`config.mk`:
```
export PLATFORM = sky130hd
export DESIGN_NAME = rgb_led_strip_frame_encoder_core
export DESIGN_NICKNAME = d
export VERILOG_FILES = /design/src/hdl/rgbenc_pkg.sv /design/src/hdl/rgb_led_strip_frame_encoder_core.sv /design/src/hdl/rgbenc_lvl.sv /design/src/hdl/rgbenc_front.sv /design/src/hdl/rgbenc_fifo.sv /design/src/hdl/rgbenc_back.sv
export VERILOG_INCLUDE_DIRS = /design/src /design/src/hdl
export SDC_FILE = /design/constraint.sdc
export NUM_CORES = 1
export LEC_CHECK = 0
export BUFFER_PORTS_ARGS = -buffer_cell sky130_fd_sc_hd__buf_4
export CAP_MARGIN = 25
export CORE_MARGIN = 1.5
export CORE_UTILIZATION = 45
export CTS_BUF_LIST = sky130_fd_sc_hd__clkbuf_8
export DETAILED_ROUTE_END_ITERATION = 12
export GPL_ROUTABILITY_DRIVEN = 0
export PLACE_DENSITY = 0.65
export SLEW_MARGIN = 20
export SYNTH_ARGS = -nofsm -noshare
export SYNTH_HDL_FRONTEND = slang
export SYNTH_SLANG_ARGS = --single-unit
```
`constraint.sdc`:
```
create_clock -name i_clk -period 8.5 [get_ports i_clk]
set_input_delay 1.275 -clock i_clk [delete_from_list [all_inputs] [get_ports i_clk]]
set_output_delay 1.275 -clock i_clk [all_outputs]
set_load 0.05 [all_outputs]
```
`src/hdl/rgb_led_strip_frame_encoder_core_defines.svh`:
```
// assertion macros shared by the encoder modules
`ifndef RGB_LED_STRIP_FRAME_ENCODER_CORE_DEFINES_SVH
`define RGB_LED_STRIP_FRAME_ENCODER_CORE_DEFINES_SVH

// same-cycle implication, checked outside reset
`define RGBENC_ASSERT_NOW(lbl, clk, rst_n, ante, cons) \
    lbl: assert property (@(posedge clk) disable iff (!rst_n) (ante) |-> (cons)) \
        else $error("rgbenc check failed");

// next-cycle implication, checked outside reset
`define RGBENC_ASSERT_NEXT(lbl, clk, rst_n, ante, cons) \
    lbl: assert property (@(posedge clk) disable iff (!rst_n) (ante) |=> (cons)) \
        else $error("rgbenc check failed");

`endif

```
`src/hdl/rgbenc_pkg.sv`:
```
// shared types, constants and helpers of the led strip frame encoder
`default_nettype none

package rgbenc_pkg;

    // register indexes of the configuration port
    localparam logic [1:0] CFG_MODE   = 2'd0;
    localparam logic [1:0] CFG_BRIGHT = 2'd1;
    localparam logic [1:0] CFG_TAIL   = 2'd2;

    // strip modes
    localparam logic [1:0] MODE_NIBBLE  = 2'd0;
    localparam logic [1:0] MODE_CURRENT = 2'd2;

    // tail word limit
    localparam logic [5:0] MAX_TAIL_WORDS = 6'd56;

    // current-controlled level derivation
    localparam logic [12:0] LEV_MULT   = 13'd7967;
    localparam int          DIV_STEPS  = 13;
    localparam logic [4:0]  LEV_RESET  = 5'd31;
    localparam logic [7:0]  BRIGHT_RESET = 8'd255;
    localparam logic [5:0]  TAIL_RESET = 6'd48;

    // word constants
    localparam logic [7:0]  HEAD_FULL  = 8'hFF;
    localparam logic [2:0]  HEAD_CUR   = 3'b111;
    localparam logic [3:0]  NIB_ONE    = 4'hE;
    localparam logic [3:0]  NIB_ZERO   = 4'h8;

    // input item
    typedef struct packed {
        logic [7:0] red;
        logic [7:0] green;
        logic [7:0] blue;
        logic       first_pixel;
        logic       last_pixel;
    } t_pixel;

    // result item
    typedef struct packed {
        logic [31:0] out_word;
        logic        last_word;
    } t_result;

    // live configuration seen by the front
    typedef struct packed {
        logic [1:0] mode;
        logic [7:0] bright;
        logic [4:0] lev;
        logic [7:0] cur_inten;
        logic [5:0] tail;
        logic       busy;
    } t_cfg;

    // classified pixel command queued for the back
    typedef struct packed {
        logic       nibble_mode;
        logic       start;
        logic [5:0] tail_cnt;
        logic [7:0] head;
        logic [7:0] sr;
        logic [7:0] sg;
        logic [7:0] sb;
    } t_cmd;

    // word sequencer states
    typedef enum logic [2:0] {
        ST_IDLE,
        ST_START,
        ST_SW_G,
        ST_SW_R,
        ST_SW_B,
        ST_PIX,
        ST_TAIL
    } t_back_state;

    // one nibble per data bit, msb first
    function automatic logic [31:0] nibble_code(input logic [7:0] byte_in);
        logic [31:0] w;
        w = '0;
        for (int k = 0; k < 8; k++) begin
            w[4*k +: 4] = byte_in[k] ? NIB_ONE : NIB_ZERO;
        end
        return w;
    endfunction

endpackage

`default_nettype wire

```
`src/hdl/rgb_led_strip_frame_encoder_core.sv`:
```
// Pixel to SPI word encoder for addressable RGB LED strips.
// Input channel (i_in_valid/o_in_ready) takes one pixel per transfer; output
// channel (o_out_valid/i_out_ready) gives one 32-bit word per transfer,
// last_word marking the final word of each pixel.
// Configuration: write i_cfg_data to register i_cfg_idx when i_cfg_we is high
// (0 mode, 1 brightness, 2 tail words); index 3 is ignored.
// Throughput: one word per cycle while the queue holds commands and the
// receiver takes words. Single-wire mode gives three words per pixel; clocked
// modes one word per pixel, plus a start word and one per tail word. The output word sequencer sets this figure.
// A pixel transferred into an idle block passes the command queue, the sequencer
// state register and the output register before o_out_valid rises.
// A brightness write starts a 13-step divider for the current-controlled
// level; o_in_ready is low while it runs.
// Reset clears the queue and sequencer and loads mode 0, brightness 255 and
// 48 tail words. A stalled receiver holds the output word; the command queue
// keeps taking pixels until it is full, then o_in_ready drops.
`default_nettype none

module rgb_led_strip_frame_encoder_core #(
    parameter int QUEUE_DEPTH = 4
) (
    input  wire logic                i_clk,
    input  wire logic                i_rst_n,
    input  wire logic                i_cfg_we,
    input  wire logic [1:0]          i_cfg_idx,
    input  wire logic [7:0]          i_cfg_data,
    input  wire logic                i_in_valid,
    output logic                     o_in_ready,
    input  wire rgbenc_pkg::t_pixel  i_pixel,
    output logic                     o_out_valid,
    input  wire logic                i_out_ready,
    output rgbenc_pkg::t_result      o_result
);
    import rgbenc_pkg::*;

    t_cfg s_cfg;
    t_cmd s_push_cmd;
    t_cmd s_head_cmd;
    logic s_push;
    logic s_pop;
    logic s_full;
    logic s_empty;

    // configuration and level divider
    rgbenc_lvl u_lvl (
        .i_clk      (i_clk),
        .i_rst_n    (i_rst_n),
        .i_cfg_we   (i_cfg_we),
        .i_cfg_idx  (i_cfg_idx),
        .i_cfg_data (i_cfg_data),
        .o_cfg      (s_cfg)
    );

    // pixel classification
    rgbenc_front u_front (
        .i_pixel    (i_pixel),
        .i_in_valid (i_in_valid),
        .o_in_ready (o_in_ready),
        .i_cfg      (s_cfg),
        .i_full     (s_full),
        .o_push     (s_push),
        .o_cmd      (s_push_cmd)
    );

    // command queue
    rgbenc_fifo #(
        .DEPTH (QUEUE_DEPTH)
    ) u_fifo (
        .i_clk   (i_clk),
        .i_rst_n (i_rst_n),
        .i_push  (s_push),
        .i_cmd   (s_push_cmd),
        .i_pop   (s_pop),
        .o_cmd   (s_head_cmd),
        .o_full  (s_full),
        .o_empty (s_empty)
    );

    // word sequencer
    rgbenc_back u_back (
        .i_clk       (i_clk),
        .i_rst_n     (i_rst_n),
        .i_cmd       (s_head_cmd),
        .i_empty     (s_empty),
        .o_pop       (s_pop),
        .o_out_valid (o_out_valid),
        .i_out_ready (i_out_ready),
        .o_result    (o_result)
    );

endmodule

`default_nettype wire

```
`src/hdl/rgbenc_lvl.sv`:
```
// configuration registers and the current-controlled intensity divider
`default_nettype none

module rgbenc_lvl (
    input  wire logic             i_clk,
    input  wire logic             i_rst_n,
    input  wire logic             i_cfg_we,
    input  wire logic [1:0]       i_cfg_idx,
    input  wire logic [7:0]       i_cfg_data,
    output rgbenc_pkg::t_cfg      o_cfg
);
    import rgbenc_pkg::*;

    logic [1:0]  r_mode;
    logic [7:0]  r_bright;
    logic [5:0]  r_tail;
    logic [4:0]  r_lev;
    logic [4:0]  r_rem;
    logic [12:0] r_quo;
    logic [3:0]  r_cnt;

    logic [20:0] s_lev_prod;
    logic [4:0]  s_lev;
    logic [12:0] s_dividend;
    logic [5:0]  s_trial;
    logic        s_ge;
    logic        s_bright_we;

    // level and dividend from the written brightness
    assign s_lev_prod  = 21'(i_cfg_data) * 21'(LEV_MULT);
    assign s_lev       = s_lev_prod[20:16] + 5'd1;
    assign s_dividend  = 13'({i_cfg_data, 5'b0}) - 13'(i_cfg_data);
    assign s_bright_we = i_cfg_we && (i_cfg_idx == CFG_BRIGHT);

    // one restoring division step
    assign s_trial = {r_rem, r_quo[12]};
    assign s_ge    = s_trial >= {1'b0, r_lev};

    // register writes
    always_ff @(posedge i_clk) begin
        if (!i_rst_n) begin
            r_mode   <= MODE_NIBBLE;
            r_bright <= BRIGHT_RESET;
            r_tail   <= TAIL_RESET;
        end else if (i_cfg_we) begin
            case (i_cfg_idx)
                CFG_MODE:   r_mode   <= i_cfg_data[1:0];
                CFG_BRIGHT: r_bright <= i_cfg_data;
                CFG_TAIL:   r_tail   <= i_cfg_data[5:0];
                default:    ;
            endcase
        end
    end

    // divider: i*31 / lev, one quotient bit per cycle
    always_ff @(posedge i_clk) begin
        if (!i_rst_n) begin
            r_cnt <= '0;
            r_lev <= LEV_RESET;
            r_quo <= 13'(BRIGHT_RESET);
            r_rem <= '0;
        end else if (s_bright_we) begin
            r_cnt <= 4'(DIV_STEPS);
            r_lev <= s_lev;
            r_quo <= s_dividend;
            r_rem <= '0;
        end else if (r_cnt != '0) begin
            r_cnt <= r_cnt - 4'd1;
            r_quo <= {r_quo[11:0], s_ge};
            r_rem <= s_ge ? 5'(s_trial - {1'b0, r_lev}) : s_trial[4:0];
        end
    end

    // live configuration, saturated where needed
    always_comb begin
        o_cfg.mode      = r_mode;
        o_cfg.bright    = r_bright;
        o_cfg.lev       = r_lev;
        o_cfg.cur_inten = (r_quo[12:8] != '0) ? 8'hFF : r_quo[7:0];
        o_cfg.tail      = (r_tail > MAX_TAIL_WORDS) ? MAX_TAIL_WORDS : r_tail;
        o_cfg.busy      = r_cnt != '0;
    end

endmodule

`default_nettype wire

```
`src/hdl/rgbenc_front.sv`:
```
// front: accepts pixels, scales colours and classifies them into commands
`default_nettype none

module rgbenc_front (
    input  wire rgbenc_pkg::t_pixel i_pixel,
    input  wire logic               i_in_valid,
    output logic                    o_in_ready,
    input  wire rgbenc_pkg::t_cfg   i_cfg,
    input  wire logic               i_full,
    output logic                    o_push,
    output rgbenc_pkg::t_cmd        o_cmd
);
    import rgbenc_pkg::*;

    logic        s_cur;
    logic [7:0]  s_inten;
    logic [8:0]  s_mult;
    logic [16:0] s_pr;
    logic [16:0] s_pg;
    logic [16:0] s_pb;

    // accept while the queue has room and the level is settled
    assign o_in_ready = !i_full && !i_cfg.busy;
    assign o_push     = i_in_valid && o_in_ready;

    // effective intensity
    assign s_cur   = i_cfg.mode == MODE_CURRENT;
    assign s_inten = s_cur ? i_cfg.cur_inten : i_cfg.bright;
    assign s_mult  = {1'b0, s_inten} + 9'd1;

    // c*(1+i)>>8 per channel
    assign s_pr = 17'(i_pixel.red)   * 17'(s_mult);
    assign s_pg = 17'(i_pixel.green) * 17'(s_mult);
    assign s_pb = 17'(i_pixel.blue)  * 17'(s_mult);

    // command fields
    always_comb begin
        o_cmd.nibble_mode = i_cfg.mode == MODE_NIBBLE;
        o_cmd.start       = i_pixel.first_pixel && (i_cfg.mode != MODE_NIBBLE);
        o_cmd.tail_cnt    = i_pixel.last_pixel ? i_cfg.tail : 6'd0;
        o_cmd.head        = s_cur ? {HEAD_CUR, i_cfg.lev} : HEAD_FULL;
        o_cmd.sr          = s_pr[15:8];
        o_cmd.sg          = s_pg[15:8];
        o_cmd.sb          = s_pb[15:8];
    end

endmodule

`default_nettype wire

```
`src/hdl/rgbenc_fifo.sv`:
```
// command queue between front and back
`default_nettype none
`include "rgb_led_strip_frame_encoder_core_defines.svh"

module rgbenc_fifo #(
    parameter int DEPTH = 4
) (
    input  wire logic             i_clk,
    input  wire logic             i_rst_n,
    input  wire logic             i_push,
    input  wire rgbenc_pkg::t_cmd i_cmd,
    input  wire logic             i_pop,
    output rgbenc_pkg::t_cmd      o_cmd,
    output logic                  o_full,
    output logic                  o_empty
);
    import rgbenc_pkg::*;

    localparam int PW = $clog2(DEPTH);
    localparam int CW = $clog2(DEPTH + 1);

    t_cmd            r_mem [DEPTH];
    logic [PW-1:0]   r_wr_ptr;
    logic [PW-1:0]   r_rd_ptr;
    logic [CW-1:0]   r_count;

    assign o_full  = r_count == CW'(DEPTH);
    assign o_empty = r_count == '0;
    assign o_cmd   = r_mem[r_rd_ptr];

    // storage
    always_ff @(posedge i_clk) begin
        if (i_push) begin
            r_mem[r_wr_ptr] <= i_cmd;
        end
    end

    // pointers and fill count
    always_ff @(posedge i_clk) begin
        if (!i_rst_n) begin
            r_wr_ptr <= '0;
            r_rd_ptr <= '0;
            r_count  <= '0;
        end else begin
            if (i_push) begin
                r_wr_ptr <= (r_wr_ptr == PW'(DEPTH - 1)) ? '0 : r_wr_ptr + PW'(1);
            end
            if (i_pop) begin
                r_rd_ptr <= (r_rd_ptr == PW'(DEPTH - 1)) ? '0 : r_rd_ptr + PW'(1);
            end
            if (i_push && !i_pop) begin
                r_count <= r_count + CW'(1);
            end else if (i_pop && !i_push) begin
                r_count <= r_count - CW'(1);
            end
        end
    end

    `RGBENC_ASSERT_NOW(a_no_overflow, i_clk, i_rst_n, i_push, !o_full)
    `RGBENC_ASSERT_NOW(a_no_underflow, i_clk, i_rst_n, i_pop, !o_empty)

endmodule

`default_nettype wire

```
`src/hdl/rgbenc_back.sv`:
```
// back: expands queued commands into spi words behind an output register
`default_nettype none
`include "rgb_led_strip_frame_encoder_core_defines.svh"

module rgbenc_back (
    input  wire logic               i_clk,
    input  wire logic               i_rst_n,
    input  wire rgbenc_pkg::t_cmd   i_cmd,
    input  wire logic               i_empty,
    output logic                    o_pop,
    output logic                    o_out_valid,
    input  wire logic               i_out_ready,
    output rgbenc_pkg::t_result     o_result
);
    import rgbenc_pkg::*;

    t_back_state r_state;
    t_back_state n_state;
    t_back_state s_entry;
    t_cmd        r_cmd;
    logic [5:0]  r_tail_left;
    logic [5:0]  n_tail_left;
    logic        r_out_valid;
    t_result     r_out;

    logic        s_out_free;
    logic        s_adv;
    logic        s_final;
    logic [31:0] s_word;

    // output register frees when empty or taken
    assign s_out_free = !r_out_valid || i_out_ready;
    assign s_adv      = (r_state != ST_IDLE) && s_out_free;
    assign o_pop      = !i_empty && ((r_state == ST_IDLE) || (s_adv && s_final));

    // first state of the queue head
    always_comb begin
        if (i_cmd.nibble_mode) begin
            s_entry = ST_SW_G;
        end else if (i_cmd.start) begin
            s_entry = ST_START;
        end else begin
            s_entry = ST_PIX;
        end
    end

    // next state
    always_comb begin
        n_state     = r_state;
        n_tail_left = r_tail_left;
        case (r_state)
            ST_IDLE: begin
                if (!i_empty) n_state = s_entry;
            end
            ST_START: begin
                if (s_adv) n_state = ST_PIX;
            end
            ST_SW_G: begin
                if (s_adv) n_state = ST_SW_R;
            end
            ST_SW_R: begin
                if (s_adv) n_state = ST_SW_B;
            end
            ST_SW_B, ST_PIX: begin
                if (s_adv) begin
                    if (r_cmd.tail_cnt != '0) begin
                        n_state     = ST_TAIL;
                        n_tail_left = r_cmd.tail_cnt;
                    end else begin
                        n_state = i_empty ? ST_IDLE : s_entry;
                    end
                end
            end
            ST_TAIL: begin
                if (s_adv) begin
                    if (r_tail_left == 6'd1) begin
                        n_state = i_empty ? ST_IDLE : s_entry;
                    end else begin
                        n_tail_left = r_tail_left - 6'd1;
                    end
                end
            end
            default: n_state = ST_IDLE;
        endcase
    end

    // word of the current state
    always_comb begin
        s_word  = '0;
        s_final = 1'b0;
        case (r_state)
            ST_SW_G: s_word = nibble_code(r_cmd.sg);
            ST_SW_R: s_word = nibble_code(r_cmd.sr);
            ST_SW_B: begin
                s_word  = nibble_code(r_cmd.sb);
                s_final = r_cmd.tail_cnt == '0;
            end
            ST_PIX: begin
                s_word  = {r_cmd.head, r_cmd.sb, r_cmd.sg, r_cmd.sr};
                s_final = r_cmd.tail_cnt == '0;
            end
            ST_TAIL: s_final = r_tail_left == 6'd1;
            default: ;
        endcase
    end

    // sequencer registers
    always_ff @(posedge i_clk) begin
        if (!i_rst_n) begin
            r_state     <= ST_IDLE;
            r_tail_left <= '0;
        end else begin
            r_state     <= n_state;
            r_tail_left <= n_tail_left;
        end
    end

    // current command
    always_ff @(posedge i_clk) begin
        if (o_pop) begin
            r_cmd <= i_cmd;
        end
    end

    // output register
    always_ff @(posedge i_clk) begin
        if (!i_rst_n) begin
            r_out_valid <= 1'b0;
        end else if (s_adv) begin
            r_out_valid <= 1'b1;
        end else if (i_out_ready) begin
            r_out_valid <= 1'b0;
        end
    end

    always_ff @(posedge i_clk) begin
        if (s_adv) begin
            r_out.out_word  <= s_word;
            r_out.last_word <= s_final;
        end
    end

    assign o_out_valid = r_out_valid;
    assign o_result    = r_out;

    `RGBENC_ASSERT_NOW(a_tail_count_live, i_clk, i_rst_n, r_state == ST_TAIL, r_tail_left != '0)
    `RGBENC_ASSERT_NEXT(a_word_loaded, i_clk, i_rst_n, s_adv, r_out_valid)

endmodule

`default_nettype wire

```
==> run summary <==
Status -> finished clean
Post-layout min period -> 7050 ps
Post-DRT Antenna Nets -> 0
Cells after Synth -> 1,715
R2R Setup Slk -> 1450 ps
PwrDens -> 386 mW/mm²
Die Ht -> 210 µm
Crit path kind -> reg -> reg
Nets -> 2,142
Cell taking the most area after synthesis -> edfxtp_1
Core Util, Final -> 0.507
Worst min path class -> reg -> reg
Final Power -> 8.27 mW
Netlist cell types -> 73
Max Cap Viol -> 0
Final hold viol count -> 0
Starting DRT DRC Count -> 643
Global-route wire length before repair -> 66.8 mm
Synth-to-layout area growth -> 10.5%
CTS Sinks -> 277
Setup violations, final -> 0
Synth top area share -> 0.333
Dpl hpwl -> 29.7 mm
CP Capture Type -> flop
Wire per inst -> 16.9 µm
Initial antenna violation count -> 0
Syn Std Cell Area -> 0.0194 mm²
Area of the multi-input gates -> 0.0106 mm²
Peak supply drop -> 226 µV
Die Width -> 210 µm
Top cells by area, synth -> edfxtp_1 (33%), fa_1 (15%), ha_1 (10%)
Initial Util -> 0.459
Routed wire length -> 39.9 mm
Yosys warns -> 0
Final Hold Slack -> 483 ps
Worst slew pin tran -> 1000 ps
RSZ-0062 raised after global routing -> no
Max Clock Freq -> 142 MHz
CTS tree -> yes
Crit path launch type -> flop
H-tree lvl count -> 2
Ys flop type -> edfxtp_1
Synthesized area per cell -> 11.3 µm²
Synth async-reset ratio -> 0
IO Pins -> 76
Number of synthesized register bits -> 277
CP Max Fanout -> 24
Post-cts gate resize count -> 0
Post-CTS Hold Fix Bufs -> 0
Clock transition at path regs -> 60 ps
Most frequent cells in the layout -> inv_1 (229), edfxtp_1 (215), nand2_1 (168)
Commonest non-fill, non-tap cell in the layout -> inv_1
Port Buffers -> 75
Sequential fraction of the synthesis area -> 0.397
Drt first pass iters -> 5
Critical Path RT -> 8830 ps
Setup Skew -> 21.9 ps
Fill count -> 3,772
Total CTS buffers -> 43
Overflow after GRT -> 0
DR vias -> 12,300
CP arrival -> 7390 ps
Vias per cell -> 5.20
Post-synth EDFFs -> 215
Die area -> 0.0443 mm²
Core region area -> 0.0422 mm²
Global router's overall resource usage -> 0.188
Register area -> 0.00770 mm²
Tcrit/Tclk final -> 0.830
Final setup TNS -> 0 ps
Vias in the first global route -> 12,900
CTS root buffer -> clkbuf_8
Leak pwr -> 9.17 nW
Largest net degree at the start of global routing -> 39
Max Root-Sink Buffers -> 3
Max_slew headroom -> 0.331
Cell Rows -> 75
Clock latency on the worst-skew pair -> 560 ps
Residual DRC count -> 0
Post-CTS setup buffer count -> 0
Layout cells sized above 1 -> 0.123
Antenna fix cells -> 0
Syn Nets -> 2,064
Final Max Slew Viols -> 0
[worst max-delay path, stage by stage (launching register included)]
cell and delay, ps:
dfxtp_1 400, or4b_4 500, o22ai_4 130, buf_4 310, inv_1 80, ha_1 240, xnor2_1 760, nand2_1 160
fa_1 500, fa_1 550, inv_1 50, fa_1 530, inv_1 60, fa_1 530, inv_1 40, ha_1 200
a2111oi_1 460, o31a_1 260, o31ai_4 100, o41a_4 390, a21o_4 240, a21oi_2 150, xnor2_1 200
[registers in the layout, summed over array words and instances, names as in the netlist, 3 cells and up, named ones only]
| register | cells |
|---|---|
| u_lvl.r_tail | 6 |
| u_lvl.r_bright | 8 |
| u_back.r_tail_left | 6 |
| u_fifo.r_mem | 148 |
| u_lvl.r_lev | 5 |
| u_back.o_result | 32 |
| u_fifo.r_count | 3 |
| u_lvl.r_rem | 5 |
| u_back.r_cmd | 35 |
| u_lvl.r_cnt | 4 |
| u_lvl.r_quo | 13 |
| u_back.r_state | 3 |
[power by group]
part           switching [mW]  internal, mW  total [mW]  leakage [nW]
registers               0.205          2.40        2.61          2.44
clock network           0.494         0.552        1.05         0.435
logic                    2.84          1.78        4.61          6.30
total                    3.53          4.73        8.27          9.17
[synthesized netlist by cell type, types with 16 or more instances]
| library cell | number |
|---|---|
| nor3_1 | 16 |
| xor2_1 | 18 |
| and2_1 | 125 |
| xnor2_1 | 42 |
| edfxtp_1 | 215 |
| nand2b_1 | 18 |
| a21oi_1 | 76 |
| o21ai_0 | 35 |
| nor2_1 | 76 |
| clkbuf_1 | 43 |
| nor2b_1 | 35 |
| fa_1 | 147 |
| nand3_1 | 16 |
| inv_1 | 223 |
| dfxtp_1 | 62 |
| mux4_2 | 37 |
| and3_1 | 33 |
| ha_1 | 161 |
| nand2_1 | 168 |
[worst paths after layout]
path,from,endpoint,depth (start not counted)
worst max-delay path,u_lvl.r_mode[1]$_SDFFE_PN0P_,u_fifo.r_mem[2][6]$_DFFE_PP_,22
worst min-delay path,u_back.r_tail_left[4]$_SDFFE_PN0P_,u_back.r_tail_left[4]$_SDFFE_PN0P_,2
worst max register to register,u_lvl.r_mode[1]$_SDFFE_PN0P_,u_fifo.r_mem[2][6]$_DFFE_PP_,22
worst min register to register,u_back.r_tail_left[4]$_SDFFE_PN0P_,u_back.r_tail_left[4]$_SDFFE_PN0P_,2
[final cells by class]
cell class                      instances  area share
Multi-Input combinational cell       1153       0.496
Sequential cell                       277       0.360
Inverter                              223      0.0391
Timing Repair Buffer                   95      0.0363
Tap cell                              539      0.0315
Clock buffer                           45      0.0289
Clock inverter                         32     0.00877
[routing by layer]
layer,global-route usage,vias up,share of wire
li1,-,5971,-
met1,0.255,6038,0.47
met2,0.319,229,0.47
met3,0.0262,45,0.042
met4,0.0453,0,0.015
met5,0,-,0
[stage by stage]
stage | instances | setup slack (ps) | cell area, µm²
2_1_floorplan | 1715 | 1840 | 19400
3_3_place_gp | 2282 | 1630 | 20500
4_1_cts | 2361 | 1400 | 21300
3_5_place_dp | 2284 | 1440 | 20500
6_report | 2364 | 1450 | 21400
5_1_grt | 2364 | 962 | 21400
[logic make-up after synthesis]
logic type | Yosys count | synth area share
simple gates | 533 | 0.143
fa+ha+maj | 309 | 0.256
buf+inv | 285 | 0.0563
flops | 277 | 0.397
compound gates | 202 | 0.0699
xor+xnor | 62 | 0.0294
mux | 47 | 0.0482
Power figures use the tool's default switching activity.
